[src/design/rfp_pkg.sv]
// Package for the frame parser: payload structs, character codes, tag codes
// and the header number parser. Depends on nothing.
package rfp_pkg;

    localparam int STACK_DEPTH_DEF = 8;
    localparam int NUM_W = 64;

    localparam logic [7:0] CH_PLUS  = 8'h2B;
    localparam logic [7:0] CH_MINUS = 8'h2D;
    localparam logic [7:0] CH_COLON = 8'h3A;
    localparam logic [7:0] CH_DOLLAR = 8'h24;
    localparam logic [7:0] CH_STAR  = 8'h2A;
    localparam logic [7:0] CH_PCT   = 8'h25;
    localparam logic [7:0] CH_TILDE = 8'h7E;
    localparam logic [7:0] CH_HASH  = 8'h23;
    localparam logic [7:0] CH_LPAREN = 8'h28;
    localparam logic [7:0] CH_CR    = 8'h0D;
    localparam logic [7:0] CH_LF    = 8'h0A;
    localparam logic [7:0] CH_T     = 8'h74;
    localparam logic [7:0] CH_SPACE = 8'h20;
    localparam logic [7:0] CH_TAB   = 8'h09;
    localparam logic [7:0] CH_VT    = 8'h0B;
    localparam logic [7:0] CH_FF    = 8'h0C;
    localparam logic [7:0] CH_ZERO  = 8'h30;
    localparam logic [7:0] CH_NINE  = 8'h39;

    localparam logic [1:0] ST_IDLE  = 2'd0;
    localparam logic [1:0] ST_BUSY  = 2'd1;
    localparam logic [1:0] ST_FRAME = 2'd2;
    localparam logic [1:0] ST_BAD   = 2'd3;

    localparam logic [2:0] RL_TYPE    = 3'd0;
    localparam logic [2:0] RL_LINE    = 3'd1;
    localparam logic [2:0] RL_CR      = 3'd2;
    localparam logic [2:0] RL_LF      = 3'd3;
    localparam logic [2:0] RL_PAYLOAD = 3'd4;
    localparam logic [2:0] RL_TRAILER = 3'd5;
    localparam logic [2:0] RL_BOOL    = 3'd6;

    localparam logic [3:0] VT_SIMPLE = 4'd0;
    localparam logic [3:0] VT_ERROR  = 4'd1;
    localparam logic [3:0] VT_INT    = 4'd2;
    localparam logic [3:0] VT_BULK   = 4'd3;
    localparam logic [3:0] VT_ARRAY  = 4'd4;
    localparam logic [3:0] VT_MAP    = 4'd5;
    localparam logic [3:0] VT_SET    = 4'd6;
    localparam logic [3:0] VT_BOOL   = 4'd7;
    localparam logic [3:0] VT_BIGNUM = 4'd8;
    localparam logic [3:0] VT_NULL   = 4'd9;

    localparam logic OP_DATA  = 1'b0;
    localparam logic OP_ABORT = 1'b1;

    typedef struct packed {
        logic       operation;
        logic [7:0] data_byte;
    } item_t;

    typedef struct packed {
        logic [1:0]        status;
        logic [2:0]        byte_role;
        logic [3:0]        value_type;
        logic [2:0]        nesting;
        logic              element_done;
        logic signed [63:0] number_value;
        logic              bool_value;
        logic [31:0]       frame_bytes;
    } result_t;

    typedef struct packed {
        logic neg;
        logic sign;
        logic digit;
        logic ended;
        logic bad;
    } num_flags_t;

    typedef struct packed {
        logic [NUM_W-1:0] acc;
        num_flags_t       flags;
    } num_state_t;

    // Commands to the child count stack.
    typedef struct packed {
        logic             clear;
        logic             push;
        logic             finish;
        logic [NUM_W-1:0] count;
    } stack_cmd_t;

    // Feeds one header byte into the number parser: leading whitespace, an
    // optional sign, digits, and anything after the digits is ignored.
    function automatic num_state_t num_feed(num_state_t s, logic [7:0] c);
        num_state_t       r;
        logic [NUM_W-1:0] lim;
        logic [NUM_W+3:0] prod;
        r = s;
        lim = s.flags.neg ? {1'b1, {(NUM_W-1){1'b0}}} : {1'b0, {(NUM_W-1){1'b1}}};
        prod = {s.acc, 3'b000} + {3'b000, s.acc, 1'b0} + {{NUM_W{1'b0}}, c[3:0]};
        if (s.flags.ended || s.flags.bad) begin
            r = s;
        end else if (c >= CH_ZERO && c <= CH_NINE) begin
            if (prod > {4'b0000, lim}) begin
                r.flags.bad = 1'b1;
            end else begin
                r.acc = prod[NUM_W-1:0];
                r.flags.digit = 1'b1;
            end
        end else if (s.flags.digit) begin
            r.flags.ended = 1'b1;
        end else if (s.flags.sign) begin
            r.flags.bad = 1'b1;
        end else if (c == CH_SPACE || c == CH_TAB || c == CH_LF || c == CH_VT
                     || c == CH_FF || c == CH_CR) begin
            r = s;
        end else if (c == CH_PLUS) begin
            r.flags.sign = 1'b1;
        end else if (c == CH_MINUS) begin
            r.flags.sign = 1'b1;
            r.flags.neg = 1'b1;
        end else begin
            r.flags.bad = 1'b1;
        end
        return r;
    endfunction

endpackage

[src/design/rfp_if.sv]
// Handshake channels of the frame parser: input beats, result beats and the
// configuration write. Depends on rfp_pkg.
interface rfp_item_if;
    import rfp_pkg::*;
    logic  valid;
    logic  ready;
    item_t data;
    modport source (output valid, output data, input ready);
    modport sink (input valid, input data, output ready);
endinterface

interface rfp_result_if;
    import rfp_pkg::*;
    logic    valid;
    logic    ready;
    result_t data;
    modport source (output valid, output data, input ready);
    modport sink (input valid, input data, output ready);
endinterface

interface rfp_cfg_if;
    logic       valid;
    logic       ready;
    logic [2:0] data;
    modport source (output valid, output data, input ready);
    modport sink (input valid, input data, output ready);
endinterface

[src/design/resp_frame_parser_top.sv]
// Top level of the byte-serial frame parser: decode of one stream byte per
// beat and the registered result stage. Depends on rfp_pkg, rfp_if, rfp_stack.
//
// Usage: every beat on the item channel carries one operation. A data beat
// feeds one raw byte of the stream, and an abort beat drops the frame, clears
// a latched error and returns the parser to the idle state. Every item beat
// produces exactly one result beat that tags the byte with its role, the type
// of its element, the nesting level and, on the end of a header line, the
// parsed number.
// The whole decode for a byte happens in the cycle the beat is accepted, and
// the result appears registered on the result channel in the next cycle, at
// a throughput of one beat per cycle while the receiver does not stall. The
// single result register holds each result beat.
// If the receiver stalls, the result register holds its beat and the item
// channel stays ready only when that beat is taken in the same cycle, so no
// beat is lost or repeated.
// The cfg channel writes max_nesting and is always ready; the user writes it
// only while the parser is idle; the block does not enforce it. After reset
// max_nesting is 7, stack and result register are empty and no frame is open.
module resp_frame_parser_top #(
    parameter int STACK_DEPTH = rfp_pkg::STACK_DEPTH_DEF
) (
    input  logic           clk,
    input  logic           rst_n,
    rfp_item_if.sink       item,
    rfp_result_if.source   result,
    rfp_cfg_if.sink        cfg
);
    import rfp_pkg::*;

    localparam int LVL_W = $clog2(STACK_DEPTH + 1);

    typedef enum logic [7:0] {
        PH_TYPE    = 8'b0000_0001,
        PH_LINE    = 8'b0000_0010,
        PH_PAYLOAD = 8'b0000_0100,
        PH_TRAILER = 8'b0000_1000,
        PH_BOOLVAL = 8'b0001_0000,
        PH_BOOLCR  = 8'b0010_0000,
        PH_BOOLLF  = 8'b0100_0000,
        PH_ERROR   = 8'b1000_0000
    } phase_t;

    phase_t           phase_reg, phase_next;
    logic [3:0]       kind_reg, kind_next;
    logic             pending_cr_reg, pending_cr_next;
    num_state_t       num_reg, num_next;
    logic [62:0]      payload_reg, payload_next;
    logic [1:0]       trailer_reg, trailer_next;
    logic [31:0]      byte_count_reg, byte_count_next;
    logic [2:0]       max_nesting_reg;
    logic             out_valid_reg;
    result_t          out_data_reg;
    result_t          res;
    stack_cmd_t       cmd, cmd_gated;
    logic [LVL_W-1:0] level;
    logic             frame_end;
    logic             accept;

    rfp_stack #(
        .STACK_DEPTH (STACK_DEPTH),
        .LVL_W       (LVL_W)
    ) u_stack (
        .clk       (clk),
        .rst_n     (rst_n),
        .cmd       (cmd_gated),
        .level     (level),
        .frame_end (frame_end)
    );

    // A new beat enters whenever the result register is empty or drains now.
    assign item.ready = !out_valid_reg || result.ready;
    assign accept = item.valid && item.ready;
    assign cfg.ready = 1'b1;
    assign result.valid = out_valid_reg;
    assign result.data = out_data_reg;

    always_comb
    begin
        cmd_gated = cmd;
        cmd_gated.clear = cmd.clear && accept;
        cmd_gated.push = cmd.push && accept;
        cmd_gated.finish = cmd.finish && accept;
    end

    always_comb
    begin
        logic [7:0]  c;
        logic        fail;
        logic        done;
        logic [3:0]  kind;
        logic        neg;
        logic        isneg;
        logic        minus1;
        logic [31:0] cnt_sat;
        num_state_t  ns;

        c = item.data.data_byte;
        fail = 1'b0;
        done = 1'b0;
        kind = kind_reg;
        neg = num_reg.flags.neg;
        isneg = 1'b0;
        minus1 = 1'b0;
        ns = num_reg;

        phase_next = phase_reg;
        kind_next = kind_reg;
        pending_cr_next = pending_cr_reg;
        num_next = num_reg;
        payload_next = payload_reg;
        trailer_next = trailer_reg;
        cmd = '0;

        cnt_sat = (byte_count_reg == 32'hFFFF_FFFF) ? byte_count_reg : byte_count_reg + 1'b1;
        byte_count_next = cnt_sat;

        res = '0;
        res.status = ST_BUSY;
        res.frame_bytes = cnt_sat;
        res.nesting = (32'(level) > 32'd7) ? 3'd7 : 3'(level);

        if (item.data.operation == OP_ABORT)
        begin
            res = '0;
            phase_next = PH_TYPE;
            kind_next = '0;
            pending_cr_next = 1'b0;
            num_next = '0;
            payload_next = '0;
            trailer_next = '0;
            byte_count_next = '0;
            cmd.clear = 1'b1;
        end
        else if (phase_reg == PH_ERROR)
        begin
            res = '0;
            res.status = ST_BAD;
            res.frame_bytes = cnt_sat;
        end
        else
        begin
            case (phase_reg)
                PH_TYPE:
                begin
                    res.byte_role = RL_TYPE;
                    if (32'(level) > 32'(max_nesting_reg))
                    begin
                        fail = 1'b1;
                    end
                    else
                    begin
                        case (c)
                            CH_PLUS:   kind = VT_SIMPLE;
                            CH_MINUS:  kind = VT_ERROR;
                            CH_COLON:  kind = VT_INT;
                            CH_DOLLAR: kind = VT_BULK;
                            CH_STAR:   kind = VT_ARRAY;
                            CH_PCT:    kind = VT_MAP;
                            CH_TILDE:  kind = VT_SET;
                            CH_LPAREN: kind = VT_BIGNUM;
                            CH_HASH:   kind = VT_BOOL;
                            default:   fail = 1'b1;
                        endcase
                        if (!fail)
                        begin
                            res.value_type = kind;
                            kind_next = kind;
                            pending_cr_next = 1'b0;
                            num_next = '0;
                            phase_next = (kind == VT_BOOL) ? PH_BOOLVAL : PH_LINE;
                        end
                    end
                end
                PH_LINE:
                begin
                    res.value_type = kind_reg;
                    if (pending_cr_reg && c == CH_LF)
                    begin
                        res.byte_role = RL_LF;
                        pending_cr_next = 1'b0;
                        if (kind_reg == VT_SIMPLE || kind_reg == VT_ERROR
                            || kind_reg == VT_BIGNUM)
                        begin
                            done = 1'b1;
                        end
                        else if (num_reg.flags.bad || !num_reg.flags.digit)
                        begin
                            fail = 1'b1;
                        end
                        else
                        begin
                            isneg = neg && num_reg.acc != '0;
                            minus1 = neg && num_reg.acc == {{(NUM_W-1){1'b0}}, 1'b1};
                            res.number_value = neg ? -num_reg.acc : num_reg.acc;
                            if (kind_reg == VT_INT)
                            begin
                                done = 1'b1;
                            end
                            else if (kind_reg == VT_BULK)
                            begin
                                if (minus1)
                                begin
                                    res.value_type = VT_NULL;
                                    done = 1'b1;
                                end
                                else if (isneg)
                                begin
                                    fail = 1'b1;
                                end
                                else if (num_reg.acc == '0)
                                begin
                                    trailer_next = 2'd2;
                                    phase_next = PH_TRAILER;
                                end
                                else
                                begin
                                    payload_next = num_reg.acc[62:0];
                                    phase_next = PH_PAYLOAD;
                                end
                            end
                            else
                            begin
                                if (kind_reg != VT_MAP && minus1)
                                begin
                                    res.value_type = VT_NULL;
                                    done = 1'b1;
                                end
                                else if (isneg)
                                begin
                                    fail = 1'b1;
                                end
                                else if (num_reg.acc == '0)
                                begin
                                    done = 1'b1;
                                end
                                else if (32'(level) >= 32'(STACK_DEPTH))
                                begin
                                    fail = 1'b1;
                                end
                                else
                                begin
                                    cmd.push = 1'b1;
                                    cmd.count = (kind_reg == VT_MAP)
                                        ? {num_reg.acc[62:0], 1'b0} : num_reg.acc;
                                    phase_next = PH_TYPE;
                                end
                            end
                        end
                    end
                    else
                    begin
                        // A held CR that was not followed by LF is header content.
                        if (pending_cr_reg)
                        begin
                            ns = num_feed(ns, CH_CR);
                        end
                        pending_cr_next = 1'b0;
                        if (c == CH_CR)
                        begin
                            res.byte_role = RL_CR;
                            pending_cr_next = 1'b1;
                        end
                        else
                        begin
                            res.byte_role = RL_LINE;
                            ns = num_feed(ns, c);
                        end
                        num_next = ns;
                    end
                end
                PH_PAYLOAD:
                begin
                    res.byte_role = RL_PAYLOAD;
                    res.value_type = VT_BULK;
                    payload_next = payload_reg - 1'b1;
                    if (payload_next == '0)
                    begin
                        trailer_next = 2'd2;
                        phase_next = PH_TRAILER;
                    end
                end
                PH_TRAILER:
                begin
                    res.byte_role = RL_TRAILER;
                    res.value_type = VT_BULK;
                    trailer_next = trailer_reg - 1'b1;
                    if (trailer_next == '0)
                    begin
                        done = 1'b1;
                    end
                end
                PH_BOOLVAL:
                begin
                    res.byte_role = RL_BOOL;
                    res.value_type = VT_BOOL;
                    num_next.acc = {{(NUM_W-1){1'b0}}, c == CH_T};
                    res.bool_value = (c == CH_T);
                    phase_next = PH_BOOLCR;
                end
                PH_BOOLCR:
                begin
                    res.byte_role = RL_CR;
                    res.value_type = VT_BOOL;
                    res.bool_value = num_reg.acc[0];
                    if (c != CH_CR)
                    begin
                        fail = 1'b1;
                    end
                    else
                    begin
                        phase_next = PH_BOOLLF;
                    end
                end
                PH_BOOLLF:
                begin
                    res.byte_role = RL_LF;
                    res.value_type = VT_BOOL;
                    res.bool_value = num_reg.acc[0];
                    if (c != CH_LF)
                    begin
                        fail = 1'b1;
                    end
                    else
                    begin
                        done = 1'b1;
                    end
                end
                default:
                begin
                    fail = 1'b1;
                end
            endcase

            if (fail)
            begin
                phase_next = PH_ERROR;
                res.status = ST_BAD;
                cmd.push = 1'b0;
            end
            else if (done)
            begin
                res.element_done = 1'b1;
                cmd.finish = 1'b1;
                phase_next = PH_TYPE;
                if (frame_end)
                begin
                    // The last open aggregate closed: the frame is complete.
                    res.status = ST_FRAME;
                    byte_count_next = '0;
                end
            end
        end
    end

    always_ff @(posedge clk or negedge rst_n)
    begin
        if (!rst_n)
        begin
            phase_reg <= PH_TYPE;
            kind_reg <= '0;
            pending_cr_reg <= 1'b0;
            num_reg <= '0;
            payload_reg <= '0;
            trailer_reg <= '0;
            byte_count_reg <= '0;
            max_nesting_reg <= 3'd7;
            out_valid_reg <= 1'b0;
        end
        else
        begin
            if (cfg.valid && cfg.ready)
            begin
                max_nesting_reg <= cfg.data;
            end
            if (accept)
            begin
                phase_reg <= phase_next;
                kind_reg <= kind_next;
                pending_cr_reg <= pending_cr_next;
                num_reg <= num_next;
                payload_reg <= payload_next;
                trailer_reg <= trailer_next;
                byte_count_reg <= byte_count_next;
                out_valid_reg <= 1'b1;
            end
            else if (result.ready)
            begin
                out_valid_reg <= 1'b0;
            end
        end
    end

    always_ff @(posedge clk)
    begin
        if (accept)
        begin
            out_data_reg <= res;
        end
    end

endmodule

[src/design/rfp_stack.sv]
// Stack of remaining child counts with the current nesting level, and the
// parallel search that unwinds completed aggregates. Depends on rfp_pkg.
module rfp_stack #(
    parameter int STACK_DEPTH = rfp_pkg::STACK_DEPTH_DEF,
    parameter int LVL_W = $clog2(STACK_DEPTH + 1)
) (
    input  logic                 clk,
    input  logic                 rst_n,
    input  rfp_pkg::stack_cmd_t  cmd,
    output logic [LVL_W-1:0]     level,
    output logic                 frame_end
);
    import rfp_pkg::*;

    localparam int IDX_W = $clog2(STACK_DEPTH);

    logic [NUM_W-1:0] count_reg [STACK_DEPTH];
    logic [LVL_W-1:0] level_reg;
    logic [IDX_W-1:0] found;
    logic             any;

    // Highest level below the current one whose count does not drop to zero.
    always_comb
    begin
        found = '0;
        any = 1'b0;
        for (int p = 0; p < STACK_DEPTH; p++)
        begin
            if (LVL_W'(p) < level_reg && count_reg[p] != {{(NUM_W-1){1'b0}}, 1'b1})
            begin
                found = IDX_W'(p);
                any = 1'b1;
            end
        end
    end

    always_ff @(posedge clk or negedge rst_n)
    begin
        if (!rst_n)
        begin
            level_reg <= '0;
            for (int p = 0; p < STACK_DEPTH; p++)
            begin
                count_reg[p] <= '0;
            end
        end
        else if (cmd.clear)
        begin
            level_reg <= '0;
            for (int p = 0; p < STACK_DEPTH; p++)
            begin
                count_reg[p] <= '0;
            end
        end
        else if (cmd.push)
        begin
            count_reg[level_reg[IDX_W-1:0]] <= cmd.count;
            level_reg <= level_reg + 1'b1;
        end
        else if (cmd.finish)
        begin
            for (int p = 0; p < STACK_DEPTH; p++)
            begin
                if (any && IDX_W'(p) == found)
                begin
                    count_reg[p] <= count_reg[p] - 1'b1;
                end
                else if (LVL_W'(p) < level_reg && (!any || IDX_W'(p) > found))
                begin
                    count_reg[p] <= '0;
                end
            end
            level_reg <= any ? LVL_W'(found) + 1'b1 : '0;
        end
    end

    assign level = level_reg;
    assign frame_end = !any;

endmodule

[src/flat_wrapper.sv]
// flat-port wrapper written by rule: the top's interface ports become plain ports
module resp_frame_parser_top_flat import rfp_pkg::*;
#(
    parameter int STACK_DEPTH = rfp_pkg::STACK_DEPTH_DEF
)
  (clk, rst_n, item_valid, item_data, item_ready, result_valid, result_data, result_ready, cfg_valid, cfg_data, cfg_ready);
  rfp_item_if item_i ();
  rfp_result_if result_i ();
  rfp_cfg_if cfg_i ();
  input  logic clk;
  input  logic rst_n;
  input wire logic [$bits(item_i.valid)-1:0] item_valid;
  input wire logic [$bits(item_i.data)-1:0] item_data;
  output wire logic [$bits(item_i.ready)-1:0] item_ready;
  output wire logic [$bits(result_i.valid)-1:0] result_valid;
  output wire logic [$bits(result_i.data)-1:0] result_data;
  input wire logic [$bits(result_i.ready)-1:0] result_ready;
  input wire logic [$bits(cfg_i.valid)-1:0] cfg_valid;
  input wire logic [$bits(cfg_i.data)-1:0] cfg_data;
  output wire logic [$bits(cfg_i.ready)-1:0] cfg_ready;
  assign item_i.valid = item_valid;
  assign item_i.data = item_data;
  assign item_ready = item_i.ready;
  assign result_valid = result_i.valid;
  assign result_data = result_i.data;
  assign result_i.ready = result_ready;
  assign cfg_i.valid = cfg_valid;
  assign cfg_i.data = cfg_data;
  assign cfg_ready = cfg_i.ready;
  resp_frame_parser_top #(.STACK_DEPTH(STACK_DEPTH)) u_core (.clk(clk), .rst_n(rst_n), .item(item_i), .result(result_i), .cfg(cfg_i));
endmodule
[config.mk]
export PLATFORM = sky130hd
export DESIGN_NAME = resp_frame_parser_top_flat
export DESIGN_NICKNAME = d
export VERILOG_FILES = /design/src/design/rfp_pkg.sv /design/src/design/rfp_if.sv /design/src/design/resp_frame_parser_top.sv /design/src/design/rfp_stack.sv /design/src/flat_wrapper.sv
export SDC_FILE = /design/constraint.sdc
export NUM_CORES = 2
export LEC_CHECK = 0
export BUFFER_PORTS_ARGS = -buffer_cell sky130_fd_sc_hd__buf_2
export CAP_MARGIN = 20
export CORE_ASPECT_RATIO = 0.7
export CORE_MARGIN = 8
export CORE_UTILIZATION = 60
export CTS_BUF_LIST = sky130_fd_sc_hd__clkbuf_4
export CTS_CLUSTER_SIZE = 10
export DETAILED_ROUTE_END_ITERATION = 6
export HOLD_SLACK_MARGIN = 0.03
export MAX_ROUTING_LAYER = met4
export PLACE_DENSITY = 0.8
export SLEW_MARGIN = 0
export SYNTH_ARGS = -nofsm -noshare
export SYNTH_HDL_FRONTEND = slang
export SYNTH_SLANG_ARGS = --single-unit
[constraint.sdc]
create_clock -name clk -period 6.45 [get_ports clk]
set_input_delay 0.645 -clock clk [delete_from_list [all_inputs] [get_ports clk]]
set_output_delay 0.645 -clock clk [all_outputs]
set_load 0.05 [all_outputs]
Yosys cells after proc, flatten, opt, wreduce, memory -nomap -nowiden. Index checks and enable logic that the tools add are counted.

Register bits after elaboration: 809. Bits in latches: 0. Bits in writable memories: 0. Bits in read-only memories: 0. Input bits: 17. Word-level logic and storage cells: 485. Memories: 0.

Add/subtract/negate cells: 16. $mul: 0. Div/mod/pow operators: 0. $lt $le $gt $ge: 24. Equality and inequality tests: 79. Shift operators: 0. Muxes and demuxes: 234. Bitwise logic cells: 3. Reduce and logical (&&, ||, !) cells: 98.

Operators by type and width (number): 64-bit 2-to-1 mux (32); 512-bit 2-to-1 mux (3); 69-bit 2-to-1 mux (11); 63-bit 2-to-1 mux (10); 512-bit bitwise mux (1); 64-bit by 1-bit inequality test with 1-bit output (second input constant) (8); 64-bit by 1-bit subtractor with 64-bit output (second input constant) (8); 64-bit demux with 3-bit select (1); 32-bit 2-to-1 mux (6); 64-bit one-hot mux with 3 select lines (1); 8-bit 2-to-1 mux (19); 66-bit 2-to-1 mux (2); 63-bit one-hot mux with 2 select lines (1); 4-bit 2-to-1 mux (26); 1-bit 2-to-1 mux (81); 8-bit by 6-bit equality test with 1-bit output (second input constant) (10); 67-bit by 65-bit adder with 68-bit output (1); 68-bit by 4-bit adder with 68-bit output (1); 68-bit by 64-bit greater-than comparator with 1-bit output (1); 64-bit by 1-bit equality test with 1-bit output (second input constant) (1); 64-bit logical NOT (1); 64-bit negation (1); 64-bit nonzero test (1); 63-bit logical NOT (1); 75 further kinds (226).

Longest topological paths before layout.
Depth in word-level cells: 20. Depth in mapped cells: 28.

By module. From an unflattened synthesis, not the netlist that was laid out.

Cells, all modules: 7095. Area, all modules: 56424.1 µm².

By module, submodules not included: rfp_stack (instances 1, cells each 4200, area each 32700.1 µm², seq. area each 12912.4 µm²); resp_frame_parser_top (instances 1, cells each 2895, area each 23724.0 µm², seq. area each 7887.6 µm²).

Worst setup path before layout. OpenSTA, ideal clock, no wires.

Path type: in2reg. From: input item_data[3]. To: register u_core.num_reg[10] (netlist name). Data arrival time: 6.118 ns. Required time: 6.384 ns. Slack: 0.266 ns. Stages on the path: 27. Path buffers: 2. Cell sequence: fa_1 > inv_1 > fa_1 > nand2b_1 > a21oi_1 > o211ai_1 > nand2_1 > a211oi_1 > o41ai_1 > a21bo_2 > a21oi_1 > o21ai_0 > xnor2_1 > ha_1 > nand4_1 > nor2_1 > a221oi_1 > o21ai_0 > a2111oi_0 > a21oi_1 > nor3_1 > nand2_1 > nor4_1 > and3_1 > clkbuf_1 > clkbuf_1 > a22o_1.

Cells in the longest elaborated chain, start to end: 10. Elaborated cells between the ends (all ways): 34. Those cells by class: add/sub: 1; order compare: 3; eq/ne: 13; mux: 13; reduce/logical: 4.

RTL lines: from (decl) (RTL line flat_wrapper.sv:13) `input wire logic [$bits(item_i.data)-1:0] item_data;`; 68-bit by 4-bit adder with 68-bit output (RTL line rfp_pkg.sv:99) `prod = {s.acc, 3'b000} + {3'b000, s.acc, 1'b0} + {{NUM_W{1'b0}}, c[3:0]};`; 68-bit by 64-bit greater-than comparator with 1-bit output (RTL line rfp_pkg.sv:103) `if (prod > {4'b0000, lim}) begin`; 64-bit 2-to-1 mux (RTL line rfp_pkg.sv:103); 64-bit 2-to-1 mux (RTL line rfp_pkg.sv:102) `end else if (c >= CH_ZERO && c <= CH_NINE) begin`; 69-bit 2-to-1 mux (RTL line rfp_pkg.sv:100) `if (s.flags.ended || s.flags.bad) begin`; 69-bit 2-to-1 mux (RTL line resp_frame_parser_top.sv:259) `if (c == CH_CR)`; 69-bit 2-to-1 mux (RTL line resp_frame_parser_top.sv:178) `if (pending_cr_reg && c == CH_LF)`; 64-bit one-hot mux with 3 select lines (RTL line resp_frame_parser_top.sv:143) `case (phase_reg)`; 69-bit 2-to-1 mux (RTL line resp_frame_parser_top.sv:135) `else if (phase_reg == PH_ERROR)`; 69-bit 2-to-1 mux (RTL line resp_frame_parser_top.sv:123) `if (item.data.operation == OP_ABORT)`; to (signal assigned) (RTL line resp_frame_parser_top.sv:381) `num_reg <= num_next;`; to (decl) (RTL line resp_frame_parser_top.sv:47) `num_state_t num_reg, num_next;`.

Parallel ways exist; a longest one is shown, timed or not. The select of a mux whose other input is x is not followed. A chain may end at the register's enable or synchronous reset.

Worst setup path after layout.
From: register u_core.num_reg[7] (netlist name). To: register u_core.num_reg[5] (netlist name).

Cells in the longest elaborated chain, start to end: 15.

RTL lines (RTL line): 69-bit 2-to-1 mux (resp_frame_parser_top.sv:178); 69-bit 2-to-1 mux (resp_frame_parser_top.sv:143); 69-bit 2-to-1 mux (resp_frame_parser_top.sv:135); 69-bit 2-to-1 mux (resp_frame_parser_top.sv:123); 67-bit by 65-bit adder with 68-bit output (rfp_pkg.sv:99); 68-bit by 4-bit adder with 68-bit output (rfp_pkg.sv:99); 68-bit by 64-bit greater-than comparator with 1-bit output (rfp_pkg.sv:103); 64-bit 2-to-1 mux (rfp_pkg.sv:103); 64-bit 2-to-1 mux (rfp_pkg.sv:102); 69-bit 2-to-1 mux (rfp_pkg.sv:100); 69-bit 2-to-1 mux (resp_frame_parser_top.sv:259); 69-bit 2-to-1 mux (resp_frame_parser_top.sv:178); 64-bit one-hot mux with 3 select lines (resp_frame_parser_top.sv:143); 69-bit 2-to-1 mux (resp_frame_parser_top.sv:135); 69-bit 2-to-1 mux (resp_frame_parser_top.sv:123).

Every way passes these cells. The select of a mux whose other input is x is not followed.

==> impl_metrics.json <==
{
  "slew_headroom": 0.0621,
  "synth_fp_nets": 7212,
  "cts.path.max_buffers": 3,
  "comb_power_share": 0.224,
  "fp.dieArea_um2": 102000,
  "grt_use_total": 0.433,
  "fin_nets": 7487,
  "drt.antenna.violating_nets": 0,
  "dominant_cell_by_count_in_the_synthesized_netlist": "sky130_fd_sc_hd__o21ai_0",
  "fin_worst_hold_slack_ns": 0.114,
  "arrival_ns": 7.46,
  "cts.root.buffer_cell": "sky130_fd_sc_hd__clkbuf_4",
  "boundaryPins": 130,
  "grt_first_pass_wirelength_um": 335000,
  "grt_setup_unrepaired": "true",
  "critical_path.startpoint_type": "flip-flop",
  "power.net_switching_mw": 4.89,
  "first_global_vias": 54135,
  "switching_share": 0.366,
  "seq_area_frac_synth": 0.375,
  "critical_path_class": "flip-flop to flip-flop",
  "flow.area_growth_from_synthesis_pct": 12.7,
  "power.clock.fraction": 0.350,
  "cell_area_after_synthesis_um2": 55400,
  "final_layout_size_suffix_gt1_frac": 0.136,
  "place.gp.congestion": 1.06,
  "synthTopCellsByCount": "sky130_fd_sc_hd__o21ai_0, sky130_fd_sc_hd__nor2_1, sky130_fd_sc_hd__dfrtp_1",
  "timing_hold_violations_final": 0,
  "clock_sinks": 809,
  "layout_min_cycle_time_ns": 6.37,
  "synth_edf_count": 110,
  "largest_cells_by_area_after_synthesis": "sky130_fd_sc_hd__dfrtp_1, sky130_fd_sc_hd__o21ai_0, sky130_fd_sc_hd__a21oi_1",
  "count_of_endpoints_failing_setup_in_the_final_report": 0,
  "dr.first_iter.drc_count": 10340,
  "firstDrtPassIters": 7,
  "outcome": "finished, violations left",
  "synth-async-reset-ratio": 0.864,
  "netlist.area_leader.share": 0.314,
  "power_per_cell_area_nw_per_um2": 214,
  "total_leakage_power_nw": 27.2,
  "period_share": 0.988,
  "worstSkewPairLatency_ns": 1.28,
  "peakVddDrop_mv": 0.293,
  "worst_path_max_delay_cell": "sky130_fd_sc_hd__fa_1",
  "min-delay-path-class": "primary input to flip-flop",
  "sequentialPowerShare": 0.426,
  "drc": 19,
  "via_per_inst": 6.92,
  "dr_total_vias": 60141,
  "worst_setup_hold_path_clk_slew_ns": 0.09,
  "cts_tree": "built",
  "yosysUniqueCellTypes": 97,
  "die_height_um": 270,
  "cts_buf_count": 204,
  "drt_wl_total_um": 225000,
  "largest_register_ffs": 512,
  "clock.fmax_mhz": 157,
  "die_w_um": 379,
  "floorplan.rows": 93,
  "failed_checks": "DRC",
  "clock-skew-final_ns": 0.121,
  "initial_antenna_violation_count": 25,
  "worstPathRequired_ns": 7.54,
  "wire_per_inst_um": 25.9,
  "timing.max_cap.violations": 0,
  "grt_overflow_total": 0,
  "p_int_mw": 8.45,
  "start_util": 0.604,
  "core_area_um2": 91700,
  "ys.warnings.count": 0,
  "ys.flop_type": "sky130_fd_sc_hd__dfrtp_1",
  "crit_path_max_fanout": 5,
  "drv_slew": 0,
  "critical_path.max_stage_delay_ns": 0.56,
  "grt_max_degree": 164,
  "element_type_at_the_critical_path_end": "flip-flop",
  "synth-seq-cells": 809,
  "worstMarginPinSlew_ns": 1.40,
  "synth_top_cell_by_area": "sky130_fd_sc_hd__dfrtp_1",
  "path_common_cell": "sky130_fd_sc_hd__buf_4",
  "dp_hpwl_um": 156000,
  "place.port_buffers": 128,
  "h-tree-depth": 4,
  "dpl_worst_slack_ns": -0.870,
  "netlist_instances": 6970,
  "layout_setup_ws_ns": 0.0784,
  "postSynthAreaPerCell_um2": 7.95
}
==> through the flow <==
stage          setup TNS (ns)  total power [mW]   util  instances  cell area, µm²
2_1_floorplan               0              7.65      -       6970           55400
6_report                    0              13.3  0.681       8685           62400
4_1_cts             -0.000929              13.2  0.674       8622           61800
3_5_place_dp           -54.03              8.57  0.643       8231           58900
5_1_grt                 -6.63              13.9  0.681       8673           62400
3_3_place_gp           -42.77              8.50  0.642       8227           58900
==> power groups by stage <==
stage	sequential, mW	combinational [mW]	clock (mW)
final	5.68	2.99	4.67
after global routing	5.70	3.23	4.92
after CTS	5.66	2.83	4.68
after detailed placement	5.76	2.81	0
after global placement	5.75	2.75	0
after floorplan	5.81	1.84	0
==> final cells by class <==
| cell class | count | area, µm² |
|---|---|---|
| Timing Repair Buffer | 558 | 4170 |
| Sequential cell | 809 | 20800 |
| Fill cell | 7864 | 29200 |
| Antenna cell | 39 | 97.6 |
| Clock buffer | 300 | 2250 |
| Tap cell | 1235 | 1550 |
| Inverter | 166 | 626 |
| Clock inverter | 72 | 388 |
| Multi-Input combinational cell | 5506 | 32600 |
==> placed cells by master, fill, tap and decap left out, types with 161 or more instances in the layout <==
cell,count
sky130_fd_sc_hd__o21ai_0,1113
sky130_fd_sc_hd__nand2_1,416
sky130_fd_sc_hd__a32oi_1,200
sky130_fd_sc_hd__nor4_1,180
sky130_fd_sc_hd__nor3_1,350
sky130_fd_sc_hd__inv_1,161
sky130_fd_sc_hd__buf_4,380
sky130_fd_sc_hd__a21oi_1,661
sky130_fd_sc_hd__dfrtp_1,693
sky130_fd_sc_hd__ha_1,218
sky130_fd_sc_hd__nor2_1,862
sky130_fd_sc_hd__clkbuf_4,300
==> critical path: cells and delay by family, from the launching register on <==
| family | cells | cell delay (ns) |
|---|---|---|
| compound gates | 7 | 1.27 |
| xor+xnor | 1 | 0.32 |
| fa+ha+maj | 3 | 1.11 |
| buf+inv | 7 | 1.13 |
| flops | 1 | 0.41 |
| mux | 1 | 0.32 |
| simple gates | 11 | 1.70 |
==> repair_timing <==
action                                  CTS  global route
hold buffers                             19             0
endpoints found under the setup margin   66            66
gates cloned                              0             3
hold endpoints to repair                142             0
buffers inserted                          0            12
resized for setup                        13            68
pin swaps                                 4            70
==> metal layers <==
layer	vias to the layer above	track usage	share of wire
met5	-	-	0
met2	4330	0.519	0.37
met4	0	0.198	0.050
li1	26666	-	-
met3	694	0.203	0.17
met1	28451	0.604	0.40
==> kinds of logic (layout without fill, tap and decap cells) <==
kind of cell | count (synthesis) | in the layout | share of synthesized area
adders and majority gates | 225 | 225 | 0.0511
and+or+nand+nor | 2465 | 2466 | 0.216
DFF | 809 | 809 | 0.375
AOI/OAI and AO/OA | 2576 | 2576 | 0.272
muxes | 67 | 67 | 0.0122
xor gates and xnor gates | 171 | 171 | 0.0270
buffers and inverters | 656 | 1096 | 0.0462
other | 1 | 40 | 0.0000677
==> path summary, 6_finish.rpt <==
check | from | to | slack [ns] | cells past startpoint
max | u_core.num_reg[7] | u_core.num_reg[5] | 0.08 | 30
min | item_data[3] | u_core.num_reg[4] | 0.11 | 5
max reg2reg | u_core.num_reg[7] | u_core.num_reg[5] | 0.08 | 30
min reg2reg | u_core.u_stack.count_reg[441] | u_core.u_stack.count_reg[441] | 0.48 | 2
max in group asynchronous | rst_n | u_core.u_stack.count_reg[217] | 4.22 | 4
min in group asynchronous | rst_n | u_core.byte_count_reg[12] | 0.60 | 3
Power figures use the tool's default switching activity.
